**src/hdl/dbig_ram.sv**
```systemverilog
// generic simple dual port ram with registered read
module dbig_ram #(
   parameter int WIDTH = 8,
   parameter int DEPTH = 16
) (
   input  logic                     clock,
   input  logic                     wr_en,
   input  logic [$clog2(DEPTH)-1:0] wr_addr,
   input  logic [WIDTH-1:0]         wr_data,
   input  logic                     rd_en,
   input  logic [$clog2(DEPTH)-1:0] rd_addr,
   output logic [WIDTH-1:0]         rd_data
);

   logic [WIDTH-1:0] mem_ff [DEPTH];
   logic [WIDTH-1:0] rd_data_ff;

   // write port
   always_ff @(posedge clock) begin
      if (wr_en) begin
         mem_ff[wr_addr] <= wr_data;
      end
   end

   // registered read port
   always_ff @(posedge clock) begin
      if (rd_en) begin
         rd_data_ff <= mem_ff[rd_addr];
      end
   end

   assign rd_data = rd_data_ff;

endmodule

```
**config.mk**
```make
export PLATFORM = sky130hd
export DESIGN_NAME = dbig_ram
export DESIGN_NICKNAME = d
export VERILOG_FILES = /design/src/hdl/dbig_ram.sv
export SDC_FILE = /design/constraint.sdc
export NUM_CORES = 1
export LEC_CHECK = 0
export BUFFER_PORTS_ARGS = -buffer_cell sky130_fd_sc_hd__buf_4
export CORE_ASPECT_RATIO = 1.75
export CORE_MARGIN = 2
export CORE_UTILIZATION = 54
export DETAILED_ROUTE_END_ITERATION = 8
export GPL_TIMING_DRIVEN = 1
export PLACE_DENSITY_LB_ADDON = 0.15
export SLEW_MARGIN = 0
export SYNTH_ARGS = -nofsm -noshare
export SYNTH_HDL_FRONTEND = slang
export SYNTH_SLANG_ARGS = --single-unit
```
**constraint.sdc**
```tcl
create_clock -name clock -period 1.8 [get_ports clock]
set_input_delay 0.45 -clock clock [delete_from_list [all_inputs] [get_ports clock]]
set_output_delay 0.45 -clock clock [all_outputs]
set_load 0.01 [all_outputs]
```
## Yosys cells after proc, flatten, opt, wreduce, memory -nomap -nowiden

Memory sizes are Yosys's and may differ from the RTL's. A register that Yosys moved wholly into a read port is not among the register bits.
Index checks and enable logic that the tools add are counted.

- Muxes and demuxes: 2

Operators with widths:

| operator | count |
|---|---|
| 1-bit two-way mux | 2 |

- Output and inout port bits: 8
- Memories kept: 1
- Input bits: 19
- Flip-flop bits (word level): 0
- Bits in writable memories: 128

Memories:

| memory | words | width | rd ports | clocked after Yosys merged registers in | write ports | RTL line | source |
|---|---|---|---|---|---|---|---|
| mem_ff | 16 | 8 | 1 | 1 | 1 | 15 | `logic [WIDTH-1:0] mem_ff [DEPTH];` |

## Depth between registers and ports, before layout

- Depth in word-level cells: 2
- Gate-level depth with buffers: 5
- Mapped depth without buffers: 3

## Worst setup path after synthesis

No wires, ideal clock.

- Kind: in2reg
- From: input wr_addr[2]
- To: memory mem_ff[0][0] (enable)
- Arrival: 1.560 ns
- Stages: 2
- Buffers on the path: 0
- Setup slack: -0.143 ns
- Data required time: 1.417 ns
- Library setup time: 0.383 ns
- Cell sequence: or3b_2 nor3_1

RTL lines:

| what | RTL line | source |
|---|---|---|
| start, declared | 8 | `input logic [$clog2(DEPTH)-1:0] wr_addr,` |
| end, declared | 15 |  |

No word-level cell before the write port.

==> impl_metrics.toml <==
[outcome]
status = "finished clean"

[clock_network]
cts.sinks = 136
postCtsHoldBufs = 0
clk_latency_ns = 0.41
cts_tree = "done"
cts_setup_buffers = 0
cts_buffer_depth = 2
clock-root-buffer = "clkbuf_16"
h-tree-depth = 4
cts-resized-gates = 0
cts_buffers = 17
path_clk_slew_ns = 0.06

[placement]
dp_hpwl_um = 6804
dpl.cell_count = 394
gp_congestion = 0.7230
portBuffers = 26
dpl-instance-area_um2 = 5722

[power_and_ir_drop]
clock_power_share = 0.471
vdd_drop_max_mv = 0.9975
pwr-share-comb = 0.048
net-switching-power_w = 0.001434
leakagePower_nw = 2.169
p_seq_frac = 0.481
intPower_w = 0.006026
power_density_nw_per_um2 = 1178
swShare = 0.1923

[logic_synthesis]
synth_nets = 248
synth-compound-area-share = 0.02298
yosysWarnings = 0
synth_xor_xnor_area_share = 0
muxShareOfSynthArea = 0.1479
synth_edf_count = 136
synth_commonest_cells = "edfxtp_1, mux4_2, a22oi_1"
synth-simple-area-share = 0.03135
synth_top_family_by_area = "multiplexers"
synth_cells = 229
yosysMostFrequentCell = "edfxtp_1"
synth_fa_ha_area_frac = 0
netlist_area_um2 = 5228
synth_top_area_share = 0.7812
synth_top_cell_by_area = "edfxtp_1"
synth_ff_type = "edfxtp_1"
ys_ff_latch = 136
yosys.cell_types.count = 18
synth_area_leaders = "edfxtp_1, mux4_2, mux4_1"
syn_avg_cell_area_um2 = 22.83
async_flop_share = 0
ys_seq_area_frac = 0.7812

[flow_run]
max-cap-violations = 0

[floorplan]
fp.dieArea_um2 = 10510
fp.dieH_um = 134.2
io_pins = 27
placeableCoreArea_um2 = 9468
initial_core_util = 0.5521
row_count = 47
die-width_um = 78.38

[cells_and_area]
nets = 310
postLayoutCoreUtil = 0.6687
area_growth_syn_to_layout_pct = 21.11
layout.cells.non_filler = 426
stdcell_area_um2 = 6331
final_layout_size_suffix_gt1_frac = 0.3289
diodes = 0

[sta]
slew_headroom = 0.5339
fin_worst_skew_ns = 0.005164
rsz0062_at_grt = "false"
hold_viol_final = 0
clock.fmax_mhz = 653.0
drv_slew = 0
fin_hold_ws_ns = 0.3415
worstMarginPinSlew_ns = 0.6965
setup_viol = 0
post-route-period-util = 0.8508
setup-tns-final_ns = 0
fin_crit_ns = 1.532

[routing]
vias = 2452
drt_wl_total_um = 10100
via_per_inst = 5.756
drc = 0
dr.pass1.iters = 4
ant_nets = 0
wl_per_cell_um = 23.71
drt-initial-drc-count = 157

[min_path]
hold_class = "in -> reg"
min_from = "wr_data[3]"
min_path_cells = 1
min_to = "mem_ff[4][3]"

[critical_path]
timing.rr.end = "rd_data[1]"
worstRegToRegCells = 3
crit_arrival_ns = 1.69
path_max_fanout = 15
rrSetupSlack_ns = 0.33
crit_type = "in -> reg"
cp_data_required_time_ns = 1.95
r2r_start = "mem_ff[0][1]"
worstSetupStartpointType = "input port"
end_kind = "flop"

[grt]
grt_overflow_total = 0
antenna_found_initial = 0
grt_pass1_vias = 2635
grtUsageTotal = 0.2143
grt_max_degree = 18
grt_pass1_wl_um = 15340
[placed cells by master, fill, tap and decap left out]
cell / synthesis / final
edfxtp_1: 136 / 136
buf_4: 1 / 51
mux4_2: 18 / 18
clkbuf_16: 0 / 17
a22oi_1: 16 / 16
mux4_1: 14 / 14
nor2_1: 13 / 13
nand2_1: 9 / 9
clkinv_1: 0 / 5
bufinv_16: 0 / 4
nor3_1: 4 / 3
clkinvlp_4: 0 / 3
nand3b_1: 2 / 2
nand2b_1: 2 / 2
clkinv_4: 0 / 2
buf_12: 0 / 2
nor2b_1: 1 / 1
and2_1: 1 / 1
and2b_1: 1 / 1
nand3_1: 1 / 1
or3b_2: 1 / 1
nor3_2: 0 / 1
clkinv_2: 0 / 1
[how the worst max path moves through the flow]
stage	startpoint	endpoint	slack, ns	cells after the start
global placement	rd_addr[0]	rd_data[1]	-0.13	5
floorplan	rd_addr[0]	rd_data[1]	0.07	5
CTS	rd_addr[0]	rd_data[1]	0.27	5
detailed placement	rd_addr[0]	rd_data[1]	-0.16	5
global route	rd_addr[0]	rd_data[1]	0.23	5
finish	rd_addr[0]	rd_data[1]	0.27	5
[critical path, cell delays in order]
cell     delay, ns
buf_4         0.13
buf_12        0.18
mux4_1        0.56
a22oi_1       0.27
nand2_1       0.09
[layer usage]
metal / track usage / vias to the layer above / share of wire / wire, um
met4: 0.07602 / 0 / 0.016 / 157
met1: 0.2532 / 1281 / 0.39 / 3913
met2: 0.3760 / 54 / 0.56 / 5698
met5: 0 / - / 0 / 0
li1: - / 1104 / - / -
met3: 0.05855 / 13 / 0.033 / 331
[power by group through the flow]
stage	Sequential, W	Clock, W	Combinational [W]
2_1_floorplan	0.00366	0	0.000180
3_3_place_gp	0.00365	0	0.000355
3_5_place_dp	0.00365	0	0.000365
4_1_cts	0.00359	0.00357	0.000366
5_1_grt	0.00359	0.00370	0.000388
6_report	0.00359	0.00352	0.000358
[sequential cells by signal (all words and copies together) (netlist names)]
signal / count
mem_ff: 128
rd_data: 8
[metrics by stage]
stage / setup slack [ns] / total power (W)
global placement: -0.1278 / 0.004004
detailed placement: -0.1582 / 0.004017
floorplan: 0.06759 / 0.003836
global route: 0.2261 / 0.007679
finish: 0.2685 / 0.007461
CTS: 0.2679 / 0.007527
[layout make-up]
type                       instances  area, um2
tap                              122      152.6
sequential                       136       4084
clock inverter                    15      183.9
clock buffer                      17      425.4
multi-input combinational         83       1062
fill                             588       3137
timing repair buffer              53      422.9
[cell families after synthesis]
logic type             count (synthesis)
AO/OA/AOI/OAI                         16
flip-flops                           136
buffers and inverters                 10
multiplexers                          32
AND/OR/NAND/NOR                       35
Note: power is estimated with default switching activity, not from simulation.
