[src/hdl/dbig_pkg.sv]
// shared types, constants and the slot lookup table of the block id generator
package dbig_pkg;

   // sizing of the class table and of each window
   localparam int NUM_CLASSES = 4;
   localparam int WINDOW_SIZE = 16;

   // field widths
   localparam int ROLL_W  = 7;
   localparam int LIMIT_W = 7;
   localparam int COPY_W  = 16;
   localparam int ID_W    = 64;
   localparam int CLS_W   = (NUM_CLASSES > 1) ? $clog2(NUM_CLASSES) : 1;
   localparam int SLOT_W  = (WINDOW_SIZE > 1) ? $clog2(WINDOW_SIZE) : 1;
   localparam int FILL_W  = $clog2(WINDOW_SIZE + 1);
   localparam int ADDR_W  = CLS_W + SLOT_W;
   localparam int WIN_DEPTH = 2 ** ADDR_W;

   // configuration port
   localparam int CSR_IDX_W  = 3;
   localparam int CSR_DATA_W = 16;
   localparam logic [CSR_IDX_W-1:0] CSR_CUM_LIMIT_BASE = 3'd0;
   localparam logic [CSR_IDX_W-1:0] CSR_COPIES_BASE    = 3'd4;

   // beats
   typedef struct packed {
      logic [ROLL_W-1:0] class_roll;
      logic [ROLL_W-1:0] slot_pick;
   } req_beat_type;

   typedef struct packed {
      logic [ID_W-1:0] gen_id;
      logic            is_repeat;
   } rsp_beat_type;

   // one window entry as held in memory
   typedef struct packed {
      logic [ID_W-1:0]   id;
      logic [COPY_W-1:0] left;
   } win_entry_type;

   typedef logic [NUM_CLASSES-1:0][LIMIT_W-1:0] limit_array_type;
   typedef logic [NUM_CLASSES-1:0][COPY_W-1:0]  copies_array_type;
   typedef logic [NUM_CLASSES-1:0][FILL_W-1:0]  fill_array_type;

   // outcome of class selection
   typedef struct packed {
      logic              unique_blk;
      logic [CLS_W-1:0]  owner;
      logic [COPY_W-1:0] want;
   } sel_type;

   // sequencer states
   typedef enum logic [4:0] {
      S_IDLE     = 5'b00001,
      S_DISPATCH = 5'b00010,
      S_RD_LAST  = 5'b00100,
      S_WRBACK   = 5'b01000,
      S_DONE     = 5'b10000
   } state_type;

   // pick to slot index, worked out at elaboration
   typedef logic [2**ROLL_W-1:0][SLOT_W-1:0] slot_table_type;

   function automatic slot_table_type build_slot_table();
      slot_table_type t;
      for (int i = 0; i < 2**ROLL_W; i++) begin
         t[i] = SLOT_W'(i % WINDOW_SIZE);
      end
      return t;
   endfunction

   localparam slot_table_type SLOT_TABLE = build_slot_table();

endpackage

[src/hdl/dbig_sel.sv]
// copy class selection and window owner lookup
module dbig_sel (
   input  logic [dbig_pkg::ROLL_W-1:0]    class_roll,
   input  dbig_pkg::limit_array_type      cum_limit,
   input  dbig_pkg::copies_array_type     copies,
   output dbig_pkg::sel_type              sel
);
   import dbig_pkg::*;

   logic              found;
   logic [CLS_W-1:0]  cls;
   logic [COPY_W-1:0] want;
   logic              owner_found;
   logic [CLS_W-1:0]  owner;

   // first class whose bound lies above the draw
   always_comb begin
      found = 1'b0;
      cls   = '0;
      for (int i = 0; i < NUM_CLASSES; i++) begin
         if (!found && (class_roll < cum_limit[i])) begin
            found = 1'b1;
            cls   = CLS_W'(i);
         end
      end
      want = copies[cls];
   end

   // window owner: first class up to the chosen one with the same copy count
   always_comb begin
      owner_found = 1'b0;
      owner       = cls;
      for (int i = 0; i < NUM_CLASSES; i++) begin
         if (!owner_found && (CLS_W'(i) <= cls) && (copies[i] == want)) begin
            owner_found = 1'b1;
            owner       = CLS_W'(i);
         end
      end
   end

   assign sel.unique_blk = !found || (want == '0);
   assign sel.owner      = owner;
   assign sel.want       = want;

endmodule

[config.mk]
export PLATFORM = sky130hd
export DESIGN_NAME = dbig_sel
export DESIGN_NICKNAME = d
export VERILOG_FILES = /design/src/hdl/dbig_pkg.sv /design/src/hdl/dbig_sel.sv
export SDC_FILE = /design/constraint.sdc
export NUM_CORES = 1
export LEC_CHECK = 0
export BUFFER_PORTS_ARGS = -buffer_cell sky130_fd_sc_hd__buf_4
export CAP_MARGIN = 15
export CORE_MARGIN = 5
export CORE_UTILIZATION = 40
export DETAILED_ROUTE_END_ITERATION = 10
export PLACE_DENSITY_LB_ADDON = 0.3
export SYNTH_ARGS = -nofsm -noshare
export SYNTH_HDL_FRONTEND = slang
export SYNTH_SLANG_ARGS = --single-unit
[constraint.sdc]
create_clock -name vclk -period 4.8
set_input_delay 0.24 -clock vclk [all_inputs]
set_output_delay 0.24 -clock vclk [all_outputs]
set_load 0.02 [all_outputs]
Yosys cells after proc, flatten, opt, wreduce, memory -nomap -nowiden --
Cells that the tools add are included.
Word-level totals: flip-flop bits (word level) 0, output and inout port bits 19
Cells by class: order comparisons 9, equal/unequal tests 4, mux-type cells 16, reductions and logical operators 19
Operators by type and width (number):
- $eq 16x16->1 | 4
- $bmux 16 s2 | 1
- $lt 7x7->1 | 4
- $logic_not 16->1 | 1
- $mux 16 | 1
- $mux 2 | 6
- $logic_and 1x1->1 | 10
- $mux 1 | 8
- $logic_not 1->1 | 7
- $le 1x2->1 const A | 2
- $le 2x2->1 const A | 2
- $lt 2x3->1 const B | 1
- $logic_or 1x1->1 | 1

Longest topological paths before layout --
Gate-level depths: netlist of run 1.
depth after elaboration 28, depth in mapped cells 14, depth with buffers taken out 12

Worst setup path before layout of run 1 --
Ideal clock, no wire load.
kind input-to-output, from input cum_limit[23] (netlist bit), to output sel[16] (netlist bit), arrival time 3.113 ns, setup slack 1.447 ns, cell stages on the path 13, cells stage by stage inv_1 -> ha_1 -> a21o_1 -> a31oi_4 -> o21ai_4 -> buf_6 -> or3_4 -> a311oi_2 -> o21ai_1 -> a211oi_2 -> nand4_1 -> or4_1 -> a21oi_1
RTL lines:
- from (decl) | RTL line dbig_sel.sv:4 | input dbig_pkg::limit_array_type cum_limit,
- to (decl) | RTL line dbig_sel.sv:6 | output dbig_pkg::sel_type sel

==> results of run 1 <==
## power by group through the flow
stage	combinational [µW]	clock [µW]	sequential [µW]
4_1_cts	541	0	0
3_3_place_gp	533	0	0
5_1_grt	592	0	0
6_report	549	0	0
3_5_place_dp	539	0	0
2_1_floorplan	353	0	0
## stage by stage
stage / utilization / total power, µW / hold slack, ns
finish: 0.547 / 549 / 0.971
global route: 0.547 / 592 / 0.994
CTS: 0.547 / 541 / 0.972
detailed placement: 0.547 / 539 / 0.969
global placement: 0.547 / 533 / 0.965
floorplan: - / 353 / 0.701
## layout make-up
cell class	count	area share
multi-input cells	304	0.659
repair buffers	121	0.265
well taps	77	0.0281
inverters	44	0.0481
## worst min-delay path by stage
| stage | cells past startpoint | start | to |
|---|---|---|---|
| finish | 3 | copies[15] | sel[15] |
| global placement | 3 | copies[15] | sel[15] |
| CTS | 3 | copies[15] | sel[15] |
| global route | 3 | copies[15] | sel[15] |
| floorplan | 2 | copies[0] | sel[0] |
| detailed placement | 3 | copies[15] | sel[15] |
## routing by layer
| metal | part of all wire | vias up | track usage |
|---|---|---|---|
| li1 | - | 1596 | - |
| met1 | 0.42 | 1499 | 0.290 |
| met2 | 0.48 | 161 | 0.389 |
| met3 | 0.090 | 16 | 0.0451 |
| met4 | 0.013 | 0 | 0.0403 |
| met5 | 0 | - | 0 |
## cells in the final DEF (no fill, tap or decap), types with 3 or more instances in the layout
master	count
sky130_fd_sc_hd__nand2_1	17
sky130_fd_sc_hd__a21o_2	4
sky130_fd_sc_hd__or2b_1	3
sky130_fd_sc_hd__nor4b_1	3
sky130_fd_sc_hd__ha_1	24
sky130_fd_sc_hd__nor2_1	15
sky130_fd_sc_hd__a21boi_0	6
sky130_fd_sc_hd__or2_2	6
sky130_fd_sc_hd__and3_1	6
sky130_fd_sc_hd__o21ai_0	16
sky130_fd_sc_hd__a211oi_1	6
sky130_fd_sc_hd__a21oi_1	26
sky130_fd_sc_hd__o22ai_1	3
sky130_fd_sc_hd__a311o_1	4
sky130_fd_sc_hd__nor4_1	5
sky130_fd_sc_hd__buf_4	121
sky130_fd_sc_hd__o211ai_1	6
sky130_fd_sc_hd__or3_1	8
sky130_fd_sc_hd__xnor2_1	13
sky130_fd_sc_hd__a21o_1	6
sky130_fd_sc_hd__o21a_1	6
sky130_fd_sc_hd__nand4_1	7
sky130_fd_sc_hd__nand2b_1	4
sky130_fd_sc_hd__xor2_1	6
sky130_fd_sc_hd__inv_1	44
sky130_fd_sc_hd__o211a_1	3
sky130_fd_sc_hd__or4_1	3
sky130_fd_sc_hd__and2_1	7
sky130_fd_sc_hd__nor3_1	12
sky130_fd_sc_hd__nand3_1	15
sky130_fd_sc_hd__o32a_1	5
sky130_fd_sc_hd__a31oi_1	4
## cells by family (layout without fill, tap and decap cells)
group | after synthesis | after routing | synth area share
and+or+nand+nor | 128 | 128 | 0.296
muxes | 1 | 1 | 0.00393
xor gates and xnor gates | 19 | 19 | 0.0653
buffers and inverters | 58 | 165 | 0.112
adders and majority gates | 24 | 24 | 0.118
AOI/OAI and AO/OA | 132 | 132 | 0.405
==> results.cfg, run 1 <==
[timing]
maxSlewHeadroom = 0.335
layout_worst_path_cycle_share = 0.844
fin_setup_tns_ns = 0
timing_worst_slew_pin_value_ns = 0.997
clock.fmax_ghz = 0.247
rsz0062_at_grt = no
hold_viol = 0
period_minus_slack_ns = 4.05
slew_violations = 0
post_layout_worst_setup_margin_ns = 0.748
report.final.setup_viol = 0

[synth]
sequential_share_of_the_synthesized_area = 0
synth_top_area_frac = 0.118
avgSynthCellArea_um2 = 7.04
synth.area.top_cells = sky130_fd_sc_hd__ha_1 (12%), sky130_fd_sc_hd__inv_1 (6.5%), sky130_fd_sc_hd__a21oi_1 (5.1%)
synthTopCellsByCount = sky130_fd_sc_hd__inv_1 (44), sky130_fd_sc_hd__a21oi_1 (26), sky130_fd_sc_hd__ha_1 (24)
synth_cells = 362
yosys.cell_count.top_type = sky130_fd_sc_hd__inv_1
post_synth_num_cell_types = 78
mappedNetlistArea_um2 = 2550
post-synth-top-area-cell = sky130_fd_sc_hd__ha_1
yosys_warnings = 0
synthesis.nets = 485

[global_route]
grt_overflow_total = 0
pin_count_of_the_biggest_net_entering_global_routing = 25
grt_antenna_before_repair = 0
global_route_wire_length_before_repair_mm = 15.8
grt_pass1_vias = 3317
grt_use_total = 0.225

[cells_and_area]
seqCellArea_um2 = 0
post-route-cell-area_um2 = 3430
final_layout_size_suffix_gt1_frac = 0.328
multi_input_comb_area_um2 = 2260
design.final.nets = 594
fillerInstances = 642
finished_layout_cells = 546
ant_diodes = 0
nClkBuffers = 0
syn_to_final_growth_pct = 34.7
numSequentialCells = 0

[routing]
detail_route.drc_violations = 0
route.antenna.remaining_nets = 0
route.final.wire_length_mm = 9.78
detail_route.first_pass.iterations = 5
post_drt_wl_per_cell_um = 17.9
detailroute.via_count = 3272
detail_route.iter0.violations = 215
vias_per_cell = 5.99

[setup_path]
cp-end-kind = output port
critPathMostFrequentCell = sky130_fd_sc_hd__buf_4
timing.critical_path.arrival_ns = 3.81
worst_path_dominant_cell_family = simple AND/OR/NAND/NOR gates
crit_type = input pin to output port
worst-path-stages = 13
critPathMaxFanout = 11
crit_start = class_roll[2]
worst_path_largest_cell_delay_ns = 0.66
endpoint = sel[17]
worstPathRequired_ns = 4.56
crit_chain = buf_4, ha_1, a21o_1, a31oi_1, o21ai_1, nand4_2, a21o_2, and3b_1, nor4_2, nand4_1, or4_1, nor2b_1, buf_4
path_buf_inv = 2
crit_slowest_cell = sky130_fd_sc_hd__o21ai_1
cp-start-kind = input pin

[power_and_ir_drop]
power_switching_share = 0.575
power.clock.fraction = 0
irDropWorstVdd_uv = 113
power.share.sequential = 0
leakagePower_uw = 0.00164
power_frac_comb = 1.000
p_int_uw = 233
power.density_cell_area_nw_per_um2 = 160
switching_power_uw = 315

[clocking]
post_cts_resize_count = 0
postcts_setup_bufs = 0
postCtsHoldBufs = 0

[place]
port_buffers = 118
post_dp_hpwl_mm = 8.18
routability_congestion = 0.946
place_area_um2 = 3430
placed_cells = 546
placement.setup.worst_slack_ns = 0.788

[floorplan]
floorplan.initialDensity = 0.406
floorplan.rows = 29
core_area_um2 = 6280
die_height_um = 89.8
die_w_um = 89.8
dieArea_um2 = 8060
ios = 118

[outcome]
run_status = completed

[job]
cap_violations = 0

[hold_path]
holdCritPathClass = input pin to output port
Power figures use the tool's default switching activity.
==> inputs of run 2 (changes only) <==
==> constraint.sdc (replaced) <==
create_clock -name vclk -period 3.6
set_input_delay 0.18 -clock vclk [all_inputs]
set_output_delay 0.18 -clock vclk [all_outputs]
set_load 0.02 [all_outputs]
==> run 2 against run 1 <==
Setup slack got worse by 0.71 ns. Largest power group unchanged. Global-route usage increased by 1.4 points. Design area increased by 22%. Sequential share of layout area unchanged. Clock-buffer cell count unchanged. Combinational power increased by 72%. First-iteration DRC count increased by 25%. Sequential cell count unchanged. Via count increased by 10%.
==> results.cfg, run 2 (synthesis results as in run 1) <==
[floorplan]
die_height_um = 89.8
dieArea_um2 = 8060
core_area_um2 = 6280
floorplan.rows = 29
floorplan.initialDensity = 0.406
die_w_um = 89.8
ios = 118

[global_route]
pin_count_of_the_biggest_net_entering_global_routing = 22
grt_antenna_before_repair = 0
global_route_wire_length_before_repair_mm = 16.6
grt_use_total = 0.239
grt_pass1_vias = 3467
grt_overflow_total = 0

[routing]
vias_per_cell = 5.99
post_drt_wl_per_cell_um = 19.1
detail_route.first_pass.iterations = 4
route.final.wire_length_mm = 11.5
detail_route.iter0.violations = 268
highest-signal-layer = met4
met2_length_mm = 5.44
route.antenna.remaining_nets = 0
route.met3.wl_um = 870
detailroute.via_count = 3607
detail_route.drc_violations = 0
detail_route.wirelength.met1_mm = 4.94

[power_and_ir_drop]
p_int_uw = 449
switching_power_uw = 498
power_frac_comb = 1.000
power_switching_share = 0.526
power.clock.fraction = 0
power.share.sequential = 0
leakagePower_uw = 0.00197
irDropWorstVdd_uv = 140
power.density_cell_area_nw_per_um2 = 227

[setup_path]
worst_path_largest_cell_delay_ns = 0.54
crit_type = input pin to output port
crit_slowest_cell = sky130_fd_sc_hd__or4_4
critPathMostFrequentCell = sky130_fd_sc_hd__buf_4
worstPathRequired_ns = 3.42
cp-start-kind = input pin
path_buf_inv = 6
cp-end-kind = output port
critPathMaxFanout = 7
crit_chain = buf_4, ha_1, nand4_1, buf_4, o21ai_4, buf_4, buf_4, nand2_1, and3_1, buf_4, and3_1, a21oi_1, o221ai_1, or4_4, nor2b_1, buf_4
timing.critical_path.arrival_ns = 3.38
worst_path_dominant_cell_family = simple AND/OR/NAND/NOR gates

[cells_and_area]
most-common-layout-cells = sky130_fd_sc_hd__buf_4 (166), sky130_fd_sc_hd__inv_1 (42), sky130_fd_sc_hd__a21oi_1 (22)
post-route-cell-area_um2 = 4170
final_layout_size_suffix_gt1_frac = 0.448
ant_diodes = 0
design.final.nets = 650
syn_to_final_growth_pct = 63.8
fin_util = 0.665
seqCellArea_um2 = 0
finished_layout_cells = 602
nClkBuffers = 0
numSequentialCells = 0
layout.cells.most_common = sky130_fd_sc_hd__buf_4

[timing]
slew_violations = 0
clock.fmax_ghz = 0.281
hold_viol = 0
maxSlewHeadroom = 0.626
rsz0062_at_grt = yes
fin_setup_tns_ns = 0
timing_worst_slew_pin_value_ns = 0.561
period_minus_slack_ns = 3.56
layout_worst_path_cycle_share = 0.990
report.final.setup_viol = 0
hold_slack_ns = 0.862

[place]
port_buffers = 118
placed_cells = 585
routability_congestion = 0.944
place_area_um2 = 3740
post_dp_hpwl_mm = 8.67

[hold_path]
holdCritPathClass = input pin to output port

[outcome]
run_status = completed

[job]
cap_violations = 0
==> run 2: layer usage <==
layer  track usage  vias up
li1              -     1707
met1         0.323     1668
met2         0.416      211
met3        0.0217       21
met4        0.0416        0
met5             0        -
==> run 2: path summary, 6_finish.rpt <==
kind,startpoint,endpoint,slack (ns),cells after the start
max,class_roll[5],sel[17],0.04,16
min,copies[5],sel[5],0.86,4
==> run 2: timing repair <==
item,4_1_cts,5_1_grt
pin swaps,3,20
setup buffers,1,14
cloned,1,1
setup endpoints to repair,2,2
gates resized for setup,4,42
hold buffers,0,0
endpoints found under the hold margin,0,0
==> run 2: area by class of cell <==
cell class         count  area, µm²
repair buffers       175       1370
well taps             77       96.3
inverters             44        168
multi-input cells    306       2540
fillers              541       2100
==> run 2: stage by stage <==
step	total power (µW)	worst slack (ns)
after CTS	827	-0.0125
final	947	0.0357
after floorplan	471	0.367
after detailed placement	810	-0.0876
after global routing	1010	-0.0715
after global placement	804	0.0171
==> run 2: power by group through the flow <==
stage | clock network (µW) | logic [µW] | registers [µW]
floorplan | 0 | 471 | 0
global placement | 0 | 804 | 0
detailed placement | 0 | 810 | 0
CTS | 0 | 827 | 0
global route | 0 | 1010 | 0
finish | 0 | 947 | 0
==> inputs of run 3 (changes only) <==
--- a/config.mk
+++ b/config.mk
@@ -7,7 +7,7 @@
 export LEC_CHECK = 0
 export BUFFER_PORTS_ARGS = -buffer_cell sky130_fd_sc_hd__buf_4
 export CAP_MARGIN = 15
-export CORE_MARGIN = 5
+export CORE_MARGIN = 1
 export CORE_UTILIZATION = 40
 export DETAILED_ROUTE_END_ITERATION = 10
 export PLACE_DENSITY_LB_ADDON = 0.3
==> run 3 against run 2 <==
The flow now finishes with violations (setup timing). Design area up 3.1%. Highest routed layer unchanged. Via count rose by 3.2%. Die area is 17% lower. Utilization up 4.9 points.
==> results.cfg, run 3 (synthesis results as in run 1) <==
[outcome]
run_status = finished with violations
violations = setup timing

[setup_path]
crit_type = input pin to output port
worstPathRequired_ns = 3.42
timing.critical_path.arrival_ns = 3.42
cp-start-kind = input pin
worst_path_largest_cell_delay_ns = 0.58
critPathMaxFanout = 11
cp-end-kind = output port
path_buf_inv = 3
worst_path_dominant_cell_family = simple AND/OR/NAND/NOR gates
crit_slowest_cell = sky130_fd_sc_hd__or4_4
critPathMostFrequentCell = sky130_fd_sc_hd__buf_4
crit_chain = buf_4, ha_1, o21ai_0, a21oi_1, o32a_4, buf_4, a21o_2, and3b_1, nor4_2, nand4_1, or4_4, nor2b_1, buf_4

[timing]
maxSlewHeadroom = 0.649
slew_violations = 0
hold_slack_ns = 0.861
hold_viol = 0
report.final.setup_viol = 1
clock.fmax_ghz = 0.278
period_minus_slack_ns = 3.60
timing_worst_slew_pin_value_ns = 0.523
post_layout_worst_setup_margin_ns = -0.00111
layout_worst_path_cycle_share = 1.00

[cells_and_area]
syn_to_final_growth_pct = 68.8
seqCellArea_um2 = 0
fin_util = 0.714
ant_diodes = 0
numSequentialCells = 0
layout.cells.most_common = sky130_fd_sc_hd__buf_4
post-route-cell-area_um2 = 4300
final_layout_size_suffix_gt1_frac = 0.475
design.final.nets = 662
nClkBuffers = 0
most-common-layout-cells = sky130_fd_sc_hd__buf_4 (183), sky130_fd_sc_hd__inv_1 (42), sky130_fd_sc_hd__a21oi_1 (20)

[global_route]
pin_count_of_the_biggest_net_entering_global_routing = 13
global_route_wire_length_before_repair_mm = 15.8
grt_use_total = 0.302
grt_pass1_vias = 3459
grt_antenna_before_repair = 0
grt_overflow_total = 0

[floorplan]
ios = 118
dieArea_um2 = 6690
floorplan.initialDensity = 0.423
floorplan.rows = 28
die_height_um = 81.8
core_area_um2 = 6030
die_w_um = 81.8

[routing]
detail_route.drc_violations = 0
detail_route.first_pass.iterations = 5
detailroute.via_count = 3721
detail_route.iter0.violations = 310
route.antenna.remaining_nets = 0
post_drt_wl_per_cell_um = 18.5
vias_per_cell = 6.08
route.final.wire_length_mm = 11.3

[place]
port_buffers = 118
placement.setup.worst_slack_ns = -0.109
routability_congestion = 0.957
post_dp_hpwl_mm = 8.48
place_area_um2 = 3810

[power_and_ir_drop]
power.density_cell_area_nw_per_um2 = 230
irDropWorstVdd_uv = 125
leakagePower_uw = 0.00203
power_uw = 989

[job]
cap_violations = 0

[hold_path]
holdCritPathClass = input pin to output port
run 3: changes by cell type in the layout (fill, tap and decap cells not counted), sizes merged:
cell	before	now
o21ai	21	20
buf	175	189
a211oi	9	8
run 3: repair_timing:
| action | in CTS | in global routing |
|---|---|---|
| setup endpoints to repair | 2 | 2 |
| resized for setup | 6 | 49 |
| hold buffers | 0 | 0 |
| setup buffers | 5 | 16 |
| pin swaps | 8 | 34 |
run 3: layout make-up:
cell class,instances,area [µm²]
inverters,44,165
multi-input cells,304,2590
repair buffers,189,1450
fillers,498,1730
well taps,75,93.8
run 3: path summary, 6_finish.rpt:
path / end / slack [ns] / cells past startpoint / startpoint
worst min-delay path: sel[5] / 0.86 / 4 / copies[5]
worst max-delay path: sel[17] / -0.001 / 13 / class_roll[2]
run 3: report_power, final:
group          leakage, µW  total, µW  switching, µW  internal (µW)
combinational      0.00203        989            513            476
clock                    0          0              0              0
sequential               0          0              0              0
run 3: routing by layer:
layer | global-route usage | up-vias | part of all wire
met4 | 0.0719 | 0 | 0.030
met3 | 0.0278 | 38 | 0.082
met5 | 0 | - | 0
met1 | 0.390 | 1732 | 0.41
met2 | 0.532 | 217 | 0.48
li1 | - | 1734 | -
run 3: per-stage QoR:
step,setup TNS (ns),cells
finish,-0.00111,612
global route,-0.131,612
CTS,0,598
detailed placement,-0.184,593
global placement,-0.144,593
floorplan,0,362
